<file path="config.mk">
export PLATFORM = sky130hd
export DESIGN_NAME = remote_link_arming_controller_flat
export DESIGN_NICKNAME = d
export VERILOG_FILES = /design/src/rlac_pkg.sv /design/src/rlac_req_if.sv /design/src/rlac_rsp_if.sv /design/src/rlac_tick.sv /design/src/remote_link_arming_controller.sv /design/src/flat_wrapper.sv
export SDC_FILE = /design/constraint.sdc
export NUM_CORES = 1
export LEC_CHECK = 0
export CAP_MARGIN = 40
export CORE_ASPECT_RATIO = 1.4
export CORE_MARGIN = 2
export CORE_UTILIZATION = 30
export DETAILED_ROUTE_END_ITERATION = 16
export DONT_BUFFER_PORTS = 1
export GPL_TIMING_DRIVEN = 0
export PLACE_DENSITY = 0.52
export SLEW_MARGIN = 20
export SYNTH_ARGS = -nofsm -noshare
export SYNTH_HDL_FRONTEND = slang
export SYNTH_HIERARCHICAL = 1
export SYNTH_SLANG_ARGS = --single-unit
</file>
<file path="constraint.sdc">
create_clock -name clock -period 5.29 [get_ports clock]
set_input_delay 1.058 -clock clock [delete_from_list [all_inputs] [get_ports clock]]
set_output_delay 1.058 -clock clock [all_outputs]
set_load 0.05 [all_outputs]
</file>
<file path="src/rlac_pkg.sv">
// Package with the shared types and constants of the remote link arming controller.
package rlac_pkg;

   localparam int unsigned PeriodWidth   = 16;
   localparam int unsigned BitIndexWidth = 3;
   localparam int unsigned StatusWidth   = 8;
   localparam int unsigned ThrottleWidth = 10;
   localparam int unsigned ModeCodeWidth = 2;
   localparam int unsigned CsrIndexWidth = 2;
   localparam int unsigned CsrDataWidth  = 16;

   localparam logic [StatusWidth-1:0] ByteMask = 8'hFF;

   // Configuration register indexes.
   localparam logic [CsrIndexWidth-1:0] CSR_SEND_PERIOD        = 2'd0;
   localparam logic [CsrIndexWidth-1:0] CSR_FLASH_PERIOD       = 2'd1;
   localparam logic [CsrIndexWidth-1:0] CSR_ON_BIT_INDEX       = 2'd2;
   localparam logic [CsrIndexWidth-1:0] CSR_IN_RANGE_BIT_INDEX = 2'd3;

   // Configuration reset values.
   localparam logic [PeriodWidth-1:0]   SendPeriodReset      = 16'd100;
   localparam logic [PeriodWidth-1:0]   FlashPeriodReset     = 16'd1000;
   localparam logic [BitIndexWidth-1:0] OnBitIndexReset      = 3'd0;
   localparam logic [BitIndexWidth-1:0] InRangeBitIndexReset = 3'd1;

   // Mode codes as reported on the result channel.
   localparam logic [ModeCodeWidth-1:0] MODE_CODE_OFF      = 2'd0;
   localparam logic [ModeCodeWidth-1:0] MODE_CODE_IN_RANGE = 2'd1;
   localparam logic [ModeCodeWidth-1:0] MODE_CODE_ON       = 2'd2;

   typedef enum logic [2:0] {
      MODE_OFF      = 3'b001,
      MODE_IN_RANGE = 3'b010,
      MODE_ON       = 3'b100
   } mode_type;

   typedef struct packed {
      logic [PeriodWidth-1:0]   send_period;
      logic [PeriodWidth-1:0]   flash_period;
      logic [BitIndexWidth-1:0] on_bit_index;
      logic [BitIndexWidth-1:0] in_range_bit_index;
   } cfg_type;

   typedef struct packed {
      mode_type                 mode;
      logic                     entering;
      logic [StatusWidth-1:0]   own_status;
      logic [PeriodWidth-1:0]   send_count;
      logic [PeriodWidth-1:0]   flash_count;
      logic                     link_led;
      logic                     alert_led;
   } state_type;

   typedef struct packed {
      logic                     packet_arrived;
      logic [StatusWidth-1:0]   partner_status;
      logic                     button_press;
      logic [ThrottleWidth-1:0] throttle;
   } req_payload_type;

   typedef struct packed {
      logic                     send_now;
      logic [StatusWidth-1:0]   sent_status;
      logic [ThrottleWidth-1:0] sent_speed;
      logic                     link_led;
      logic                     alert_led;
      logic [ModeCodeWidth-1:0] mode_now;
   } rsp_payload_type;

endpackage

</file>
<file path="src/rlac_req_if.sv">
// Request channel interface carrying one main-loop tick.
interface rlac_req_if
   import rlac_pkg::*;
   ();
   logic                     valid;
   logic                     ready;
   logic                     packet_arrived;
   logic [StatusWidth-1:0]   partner_status;
   logic                     button_press;
   logic [ThrottleWidth-1:0] throttle;

   modport source (
      output valid, packet_arrived, partner_status, button_press, throttle,
      input  ready
   );
   modport sink (
      input  valid, packet_arrived, partner_status, button_press, throttle,
      output ready
   );
endinterface

</file>
<file path="src/rlac_rsp_if.sv">
// Response channel interface carrying the result of one tick.
interface rlac_rsp_if
   import rlac_pkg::*;
   ();
   logic                     valid;
   logic                     ready;
   logic                     send_now;
   logic [StatusWidth-1:0]   sent_status;
   logic [ThrottleWidth-1:0] sent_speed;
   logic                     link_led;
   logic                     alert_led;
   logic [ModeCodeWidth-1:0] mode_now;

   modport source (
      output valid, send_now, sent_status, sent_speed, link_led, alert_led, mode_now,
      input  ready
   );
   modport sink (
      input  valid, send_now, sent_status, sent_speed, link_led, alert_led, mode_now,
      output ready
   );
endinterface

</file>
<file path="src/rlac_tick.sv">
// Combinational next-state and result logic for one tick of the arming controller.
module rlac_tick
   import rlac_pkg::*;
(
   input  cfg_type         cfg,
   input  state_type       cur,
   input  req_payload_type req,
   output state_type       nxt,
   output rsp_payload_type rsp
);

   logic [StatusWidth-1:0] on_mask;
   logic [StatusWidth-1:0] in_range_mask;
   logic [PeriodWidth-1:0] flash_inc;
   logic [PeriodWidth-1:0] send_base;
   logic                   send;

   assign on_mask       = StatusWidth'(1) << cfg.on_bit_index;
   assign in_range_mask = StatusWidth'(1) << cfg.in_range_bit_index;
   assign flash_inc     = (cur.entering ? '0 : cur.flash_count) + PeriodWidth'(1);

   always_comb begin
      nxt           = cur;
      nxt.entering  = 1'b0;
      send_base     = cur.send_count;
      case (cur.mode)
         MODE_IN_RANGE: begin
            if (cur.entering) begin
               send_base = '0;
            end
            if (flash_inc >= cfg.flash_period) begin
               nxt.link_led    = ~cur.link_led;
               nxt.flash_count = '0;
            end else begin
               nxt.flash_count = flash_inc;
            end
            if (req.button_press) begin
               nxt.own_status = cur.own_status | on_mask;
            end
         end
         MODE_ON: begin
            if (cur.entering) begin
               nxt.own_status = cur.own_status | on_mask;
               nxt.link_led   = 1'b1;
            end
            if (req.button_press) begin
               nxt.own_status = nxt.own_status & (on_mask ^ ByteMask);
            end
         end
         default: begin
            // Off state, also taken for any code that is never reached.
            if (cur.entering) begin
               nxt.flash_count = '0;
               send_base       = '0;
               nxt.own_status  = cur.own_status & (on_mask ^ ByteMask);
               nxt.link_led    = 1'b0;
            end
         end
      endcase

      send           = (send_base >= cfg.send_period);
      nxt.send_count = send ? PeriodWidth'(1) : send_base + PeriodWidth'(1);

      if (req.packet_arrived) begin
         case (cur.mode)
            MODE_IN_RANGE: begin
               if ((req.partner_status & on_mask) != '0) begin
                  nxt.mode     = MODE_ON;
                  nxt.entering = 1'b1;
               end
            end
            MODE_ON: begin
               if ((req.partner_status & on_mask) == '0) begin
                  nxt.alert_led = 1'b1;
                  nxt.mode      = MODE_OFF;
                  nxt.entering  = 1'b1;
               end
            end
            default: begin
               if ((req.partner_status & in_range_mask) != '0) begin
                  nxt.mode     = MODE_IN_RANGE;
                  nxt.entering = 1'b1;
               end
            end
         endcase
      end

      rsp.send_now    = send;
      rsp.sent_status = send ? nxt.own_status : '0;
      rsp.sent_speed  = (send && cur.mode == MODE_ON) ? req.throttle : '0;
      rsp.link_led    = nxt.link_led;
      rsp.alert_led   = nxt.alert_led;
      case (nxt.mode)
         MODE_IN_RANGE: rsp.mode_now = MODE_CODE_IN_RANGE;
         MODE_ON:       rsp.mode_now = MODE_CODE_ON;
         default:       rsp.mode_now = MODE_CODE_OFF;
      endcase
   end

endmodule

</file>
<file path="src/remote_link_arming_controller.sv">
// Top level of the remote link arming controller: channel registers, state and configuration.
//
//   Channel   Direction  Handshake         Content
//   req_chan  in         valid / ready     one main-loop tick (packet, button, throttle)
//   rsp_chan  out        valid / ready     send decision, status, speed, LEDs, mode
//   csr_*     in         write enable      send and flash periods, status bit positions
//
// Every accepted request produces exactly one response, passing first through the
// request register and then the response register. A new request is taken every
// cycle while the response side does not stall; the state update is a single pass
// of the tick logic between the two registers. The request register holds while
// the response register is full and not taken, so a stall backs up one deep.
// Reset is synchronous; after it the block accepts requests at once.
module remote_link_arming_controller
   import rlac_pkg::*;
(
   input  logic                     clock,
   input  logic                     reset,
   rlac_req_if.sink                 req_chan,
   rlac_rsp_if.source               rsp_chan,
   input  logic                     csr_write_enable,
   input  logic [CsrIndexWidth-1:0] csr_index,
   input  logic [CsrDataWidth-1:0]  csr_write_data
);

   cfg_type         cfg_ff;
   state_type       state_ff;
   state_type       state_in;
   logic            req_valid_ff;
   req_payload_type req_data_ff;
   logic            rsp_valid_ff;
   rsp_payload_type rsp_data_ff;
   rsp_payload_type rsp_data_in;
   logic            rsp_free;
   logic            advance;

   // The response register can take a new result when it is empty or being emptied.
   assign rsp_free         = ~rsp_valid_ff | rsp_chan.ready;
   assign advance          = req_valid_ff & rsp_free;
   assign req_chan.ready   = ~req_valid_ff | rsp_free;

   // Configuration registers. The user writes only while the block is idle; no check here.
   always_ff @(posedge clock) begin
      if (reset) begin
         cfg_ff.send_period        <= SendPeriodReset;
         cfg_ff.flash_period       <= FlashPeriodReset;
         cfg_ff.on_bit_index       <= OnBitIndexReset;
         cfg_ff.in_range_bit_index <= InRangeBitIndexReset;
      end else if (csr_write_enable) begin
         case (csr_index)
            CSR_SEND_PERIOD:        cfg_ff.send_period  <= csr_write_data;
            CSR_FLASH_PERIOD:       cfg_ff.flash_period <= csr_write_data;
            CSR_ON_BIT_INDEX:       cfg_ff.on_bit_index <= csr_write_data[BitIndexWidth-1:0];
            CSR_IN_RANGE_BIT_INDEX: begin
               cfg_ff.in_range_bit_index <= csr_write_data[BitIndexWidth-1:0];
            end
            default: begin
            end
         endcase
      end
   end

   // Request register: captures the tick fields at acceptance.
   always_ff @(posedge clock) begin
      if (reset) begin
         req_valid_ff <= 1'b0;
      end else if (req_chan.ready) begin
         req_valid_ff <= req_chan.valid;
      end
   end

   always_ff @(posedge clock) begin
      if (req_chan.valid && req_chan.ready) begin
         req_data_ff.packet_arrived <= req_chan.packet_arrived;
         req_data_ff.partner_status <= req_chan.partner_status;
         req_data_ff.button_press   <= req_chan.button_press;
         req_data_ff.throttle       <= req_chan.throttle;
      end
   end

   // One pass of the main-loop tick on the registered request.
   rlac_tick u_tick (
      .cfg (cfg_ff),
      .cur (state_ff),
      .req (req_data_ff),
      .nxt (state_in),
      .rsp (rsp_data_in)
   );

   // Controller state advances exactly when a request moves into the response register.
   always_ff @(posedge clock) begin
      if (reset) begin
         state_ff.mode        <= MODE_OFF;
         state_ff.entering    <= 1'b1;
         state_ff.own_status  <= '0;
         state_ff.send_count  <= '0;
         state_ff.flash_count <= '0;
         state_ff.link_led    <= 1'b0;
         state_ff.alert_led   <= 1'b0;
      end else if (advance) begin
         state_ff <= state_in;
      end
   end

   // Response register.
   always_ff @(posedge clock) begin
      if (reset) begin
         rsp_valid_ff <= 1'b0;
      end else if (rsp_free) begin
         rsp_valid_ff <= req_valid_ff;
      end
   end

   always_ff @(posedge clock) begin
      if (advance) begin
         rsp_data_ff <= rsp_data_in;
      end
   end

   assign rsp_chan.valid       = rsp_valid_ff;
   assign rsp_chan.send_now    = rsp_data_ff.send_now;
   assign rsp_chan.sent_status = rsp_data_ff.sent_status;
   assign rsp_chan.sent_speed  = rsp_data_ff.sent_speed;
   assign rsp_chan.link_led    = rsp_data_ff.link_led;
   assign rsp_chan.alert_led   = rsp_data_ff.alert_led;
   assign rsp_chan.mode_now    = rsp_data_ff.mode_now;

`ifndef SYNTHESIS
   // Once the partner has switched the system off, the alert stays lit.
   a_alert_sticky: assert property (@(posedge clock) disable iff (reset)
      state_ff.alert_led |=> state_ff.alert_led)
      else $error("alert LED cleared after being set");

   // After the entry actions of the on state the link LED is lit.
   a_on_led_lit: assert property (@(posedge clock) disable iff (reset)
      (state_ff.mode == MODE_ON && !state_ff.entering) |-> state_ff.link_led)
      else $error("link LED dark in on state");

   // After the entry actions of the off state the link LED is dark.
   a_off_led_dark: assert property (@(posedge clock) disable iff (reset)
      (state_ff.mode == MODE_OFF && !state_ff.entering) |-> !state_ff.link_led)
      else $error("link LED lit in off state");

   // A full pipeline behind a stalled response takes no new request.
   a_backpressure: assert property (@(posedge clock) disable iff (reset)
      (req_valid_ff && rsp_valid_ff && !rsp_chan.ready) |-> !req_chan.ready)
      else $error("request accepted while pipeline is full");
`endif

endmodule
</file>
<file path="src/flat_wrapper.sv">
// flat-port wrapper written by rule: the top's interface ports become plain ports
module remote_link_arming_controller_flat import rlac_pkg::*;
  (clock, reset, csr_write_enable, csr_index, csr_write_data, req_chan_valid, req_chan_packet_arrived, req_chan_partner_status, req_chan_button_press, req_chan_throttle, req_chan_ready, rsp_chan_valid, rsp_chan_send_now, rsp_chan_sent_status, rsp_chan_sent_speed, rsp_chan_link_led, rsp_chan_alert_led, rsp_chan_mode_now, rsp_chan_ready);
  rlac_req_if req_chan_i ();
  rlac_rsp_if rsp_chan_i ();
  input  logic clock;
  input  logic reset;
  input  logic csr_write_enable;
  input  logic [CsrIndexWidth-1:0] csr_index;
  input  logic [CsrDataWidth-1:0] csr_write_data;
  input wire logic [$bits(req_chan_i.valid)-1:0] req_chan_valid;
  input wire logic [$bits(req_chan_i.packet_arrived)-1:0] req_chan_packet_arrived;
  input wire logic [$bits(req_chan_i.partner_status)-1:0] req_chan_partner_status;
  input wire logic [$bits(req_chan_i.button_press)-1:0] req_chan_button_press;
  input wire logic [$bits(req_chan_i.throttle)-1:0] req_chan_throttle;
  output wire logic [$bits(req_chan_i.ready)-1:0] req_chan_ready;
  output wire logic [$bits(rsp_chan_i.valid)-1:0] rsp_chan_valid;
  output wire logic [$bits(rsp_chan_i.send_now)-1:0] rsp_chan_send_now;
  output wire logic [$bits(rsp_chan_i.sent_status)-1:0] rsp_chan_sent_status;
  output wire logic [$bits(rsp_chan_i.sent_speed)-1:0] rsp_chan_sent_speed;
  output wire logic [$bits(rsp_chan_i.link_led)-1:0] rsp_chan_link_led;
  output wire logic [$bits(rsp_chan_i.alert_led)-1:0] rsp_chan_alert_led;
  output wire logic [$bits(rsp_chan_i.mode_now)-1:0] rsp_chan_mode_now;
  input wire logic [$bits(rsp_chan_i.ready)-1:0] rsp_chan_ready;
  assign req_chan_i.valid = req_chan_valid;
  assign req_chan_i.packet_arrived = req_chan_packet_arrived;
  assign req_chan_i.partner_status = req_chan_partner_status;
  assign req_chan_i.button_press = req_chan_button_press;
  assign req_chan_i.throttle = req_chan_throttle;
  assign req_chan_ready = req_chan_i.ready;
  assign rsp_chan_valid = rsp_chan_i.valid;
  assign rsp_chan_send_now = rsp_chan_i.send_now;
  assign rsp_chan_sent_status = rsp_chan_i.sent_status;
  assign rsp_chan_sent_speed = rsp_chan_i.sent_speed;
  assign rsp_chan_link_led = rsp_chan_i.link_led;
  assign rsp_chan_alert_led = rsp_chan_i.alert_led;
  assign rsp_chan_mode_now = rsp_chan_i.mode_now;
  assign rsp_chan_i.ready = rsp_chan_ready;
  remote_link_arming_controller u_core (.clock(clock), .reset(reset), .req_chan(req_chan_i), .rsp_chan(rsp_chan_i), .csr_write_enable(csr_write_enable), .csr_index(csr_index), .csr_write_data(csr_write_data));
endmodule
</file>
==> flow_summary_export.csv <==
group,metric,value,unit
timing,fin_tns_setup,0,ns
clock_network,cts_inserted_buffers,17,
layout,final_common_cell,"nand2_1",
place,portBuffers,0,
detailed_routing,wl,20300,um
timing,slew_viol_final,0,
timing,hold_viol,0,
yosys,yosysWarnings,6,
critical_path,worst_setup_path_end_kind,"register",
run_status,outcome,"completed",
global_routing,grt.overflow.total,0,
detailed_routing,vias_per_cell,4.98,
place,placed_area,7810,um^2
floorplanning,fp.dieH,190,um
yosys,avgSynthCellArea,8.99,um^2
detailed_routing,via_count,5799,
detailed_routing,ant_nets,0,
yosys,synth-seq-cells,129,
flow_run,cap_violations,0,
global_routing,grt_pass1_vias,5680,
clock_network,clk_latency,0.42,ns
timing,max_slew_margin,0.530,
yosys,ys_types,63,
yosys,async_flop_share,0,
detailed_routing,drc,0,
yosys,synth.yosys.seq_area_share,0.408,
timing,rsz0062_at_grt,"false",
floorplanning,rows,67,
timing,fin_skew,0.00750,ns
clock_network,cts_max_path_buffers,2,
critical_path,cp-start-kind,"register",
global_routing,grt_max_degree,33,
hold_path,hp-class,"reg -> reg",
yosys,synth_edf_count,43,
layout,n_antenna_cell,0,
layout,drive_gt1_frac,0.0889,
clock_network,h-tree-depth,4,
clock_network,post_cts_buffers,0,
timing,fin_crit_sh,0.914,
timing,setup_violations,0,
layout,stdcell_area,8430,um^2
clock_network,clkTransAtPathRegs,0.06,ns
timing,min_period,4.84,ns
clock_network,cts_sinks,129,
global_routing,grtUsageTotal,0.162,
floorplanning,die_w,137,um
yosys,syn_nets,898,
detailed_routing,wl_per_cell,17.5,um
critical_path,crit_required,5.61,ns
critical_path,arrival,5.15,ns
floorplanning,start_util,0.307,
global_routing,grt_pass1_wl,31600,um
place,routabilityCongestion,0.830,
critical_path,criticalPathCategory,"reg -> reg",
clock_network,root_buffer,"clkbuf_16",
floorplanning,io_pins,68,
detailed_routing,drt_first_iter_violations,296,
yosys,netlist_area,7380,um^2
critical_path,path_max_fanout,10,
detailed_routing,drtPass1Iterations,4,
power,pwr_density_cell,293,nW/um^2
floorplanning,die-area,25900,um^2
power,power.leakage,0.00303,uW
layout,area_growth,14.2,%
layout,mostFrequentLayoutCells,"97 x nand2_1, 94 x nand2b_1, 86 x dfxtp_1",
power,peakVddDrop,0.225,mV
timing,worst_slew_pin_slew,0.699,ns
layout,finalNetCount,919,
yosys,netlist_instances,821,
timing,fmax,207,MHz
clock_network,tritoncts,"done",
place,dp.final_hpwl,15200,um
floorplanning,core_area,24100,um^2
global_routing,antenna_found_initial,0,
yosys,synth_ff_type,"dfxtp_1",
[per-stage QoR]
step                      hold slack [ns]  power (uW)   util  cells  setup WS, ns
after detailed placement            0.451        1280  0.325   1132         0.297
final                               0.456        2470  0.350   1165         0.454
after global placement              0.445        1280  0.323   1131         0.331
after CTS                           0.459        2500  0.350   1164         0.297
after global routing                0.476        2560  0.350   1165         0.121
after floorplan                     0.436        1220      -    821          1.23
[per-layer routing]
layer  part of all wire  up-vias  GRT usage
met3              0.025       34     0.0312
li1                   -     2901          -
met1               0.41     2758      0.179
met2               0.53      106      0.292
met5                  0        -          0
met4              0.039        0     0.0817
[cells in the mapped netlist, types with 3 or more instances]
| master | number | area [um^2] |
|---|---|---|
| nand2_1 | 97 | 364 |
| nand2b_1 | 94 | 588 |
| dfxtp_1 | 86 | 1720 |
| a21oi_1 | 61 | 305 |
| mux2i_1 | 52 | 521 |
| nor2_1 | 45 | 169 |
| edfxtp_1 | 43 | 1290 |
| inv_1 | 42 | 158 |
| ha_1 | 34 | 425 |
| nor3_1 | 34 | 170 |
| clkbuf_1 | 20 | 75.1 |
| nand3_1 | 17 | 85.1 |
| a22o_1 | 16 | 140 |
| xnor2_1 | 14 | 123 |
| and2_1 | 13 | 81.3 |
| buf_2 | 13 | 65.1 |
| nand4_1 | 12 | 75.1 |
| o21ai_0 | 12 | 60.1 |
| xor2_1 | 11 | 96.3 |
| a22oi_1 | 9 | 67.6 |
| nand3b_1 | 8 | 60.1 |
| buf_4 | 7 | 52.6 |
| buf_6 | 6 | 67.6 |
| nor2b_1 | 6 | 37.5 |
| nor4_1 | 5 | 31.3 |
| a21o_1 | 4 | 30.0 |
| o211ai_1 | 4 | 30.0 |
| o31ai_1 | 4 | 30.0 |
| a31o_2 | 3 | 26.3 |
| and3_1 | 3 | 18.8 |
| o21a_1 | 3 | 22.5 |
| or3_1 | 3 | 18.8 |
[final timing paths]
kind / from / end / slack (ns) / cells after the start
max: u_core/state_ff[42]$_SDFFE_PP1P_ / u_core/state_ff[3]$_SDFFE_PP0P_ / 0.45 / 19
min: u_core/cfg_ff[10]$_SDFFE_PP0P_ / u_core/cfg_ff[10]$_SDFFE_PP0P_ / 0.46 / 2
max reg2reg: u_core/state_ff[42]$_SDFFE_PP1P_ / u_core/state_ff[3]$_SDFFE_PP0P_ / 0.45 / 19
min reg2reg: u_core/cfg_ff[10]$_SDFFE_PP0P_ / u_core/cfg_ff[10]$_SDFFE_PP0P_ / 0.46 / 2
[state kept, by name (all words and copies together), names as in the netlist]
signal	cells
u_core/req_data_ff	20
u_core/rsp_chan.mode_now	2
u_core/cfg_ff	38
u_core/rsp_chan.sent_status	8
u_core/rsp_chan.valid	1
u_core/rsp_chan.link_led	1
u_core/rsp_chan.sent_speed	10
u_core/req_valid_ff	1
u_core/rsp_chan.alert_led	1
u_core/state_ff	46
u_core/rsp_chan.send_now	1
[cell type report]
cell class              count  area (um^2)
multi-input cells         600         3950
clock inverters            14          161
plain buffers              49          274
clock buffers              18          439
flip-flops and latches    129         3010
repair buffers              2         47.5
fillers                  2430        15600
well taps                 310          388
inverters                  43          161
[critical path: stages, from the launching register on]
cell and delay, ns:
dfxtp_1 0.35, clkbuf_1 0.44, buf_1 0.45, clkbuf_2 0.36, nor2b_1 0.09, ha_1 0.25
nand3b_1 0.18, nor2_1 0.12, a31o_2 0.26, a21oi_1 0.21, ha_1 0.18, nand4_1 0.13
or3_1 0.39, or4_4 0.48, and3_1 0.20, buf_6 0.13, buf_6 0.14, a22o_1 0.24
nand2b_1 0.07, mux2i_1 0.06
[logic make-up after synthesis]
kind of cell | Yosys count | synth area share
compound gates | 131 | 0.114
xor+xnor | 25 | 0.0297
fa+ha+maj | 34 | 0.0576
buf+inv | 92 | 0.0588
flops | 129 | 0.408
mux | 56 | 0.0796
simple gates | 354 | 0.252
[power breakdown]
part,internal (uW),switching (uW),total [uW]
Sequential,1050,39.6,1090
Combinational,62.1,105,167
Clock,751,459,1210
[timing repair]
item                                    in CTS  in global routing
gates resized for setup                      0                  2
hold buffers                                 0                  0
endpoints found under the setup margin       0                 10
(Power assumes the default switching activity.)
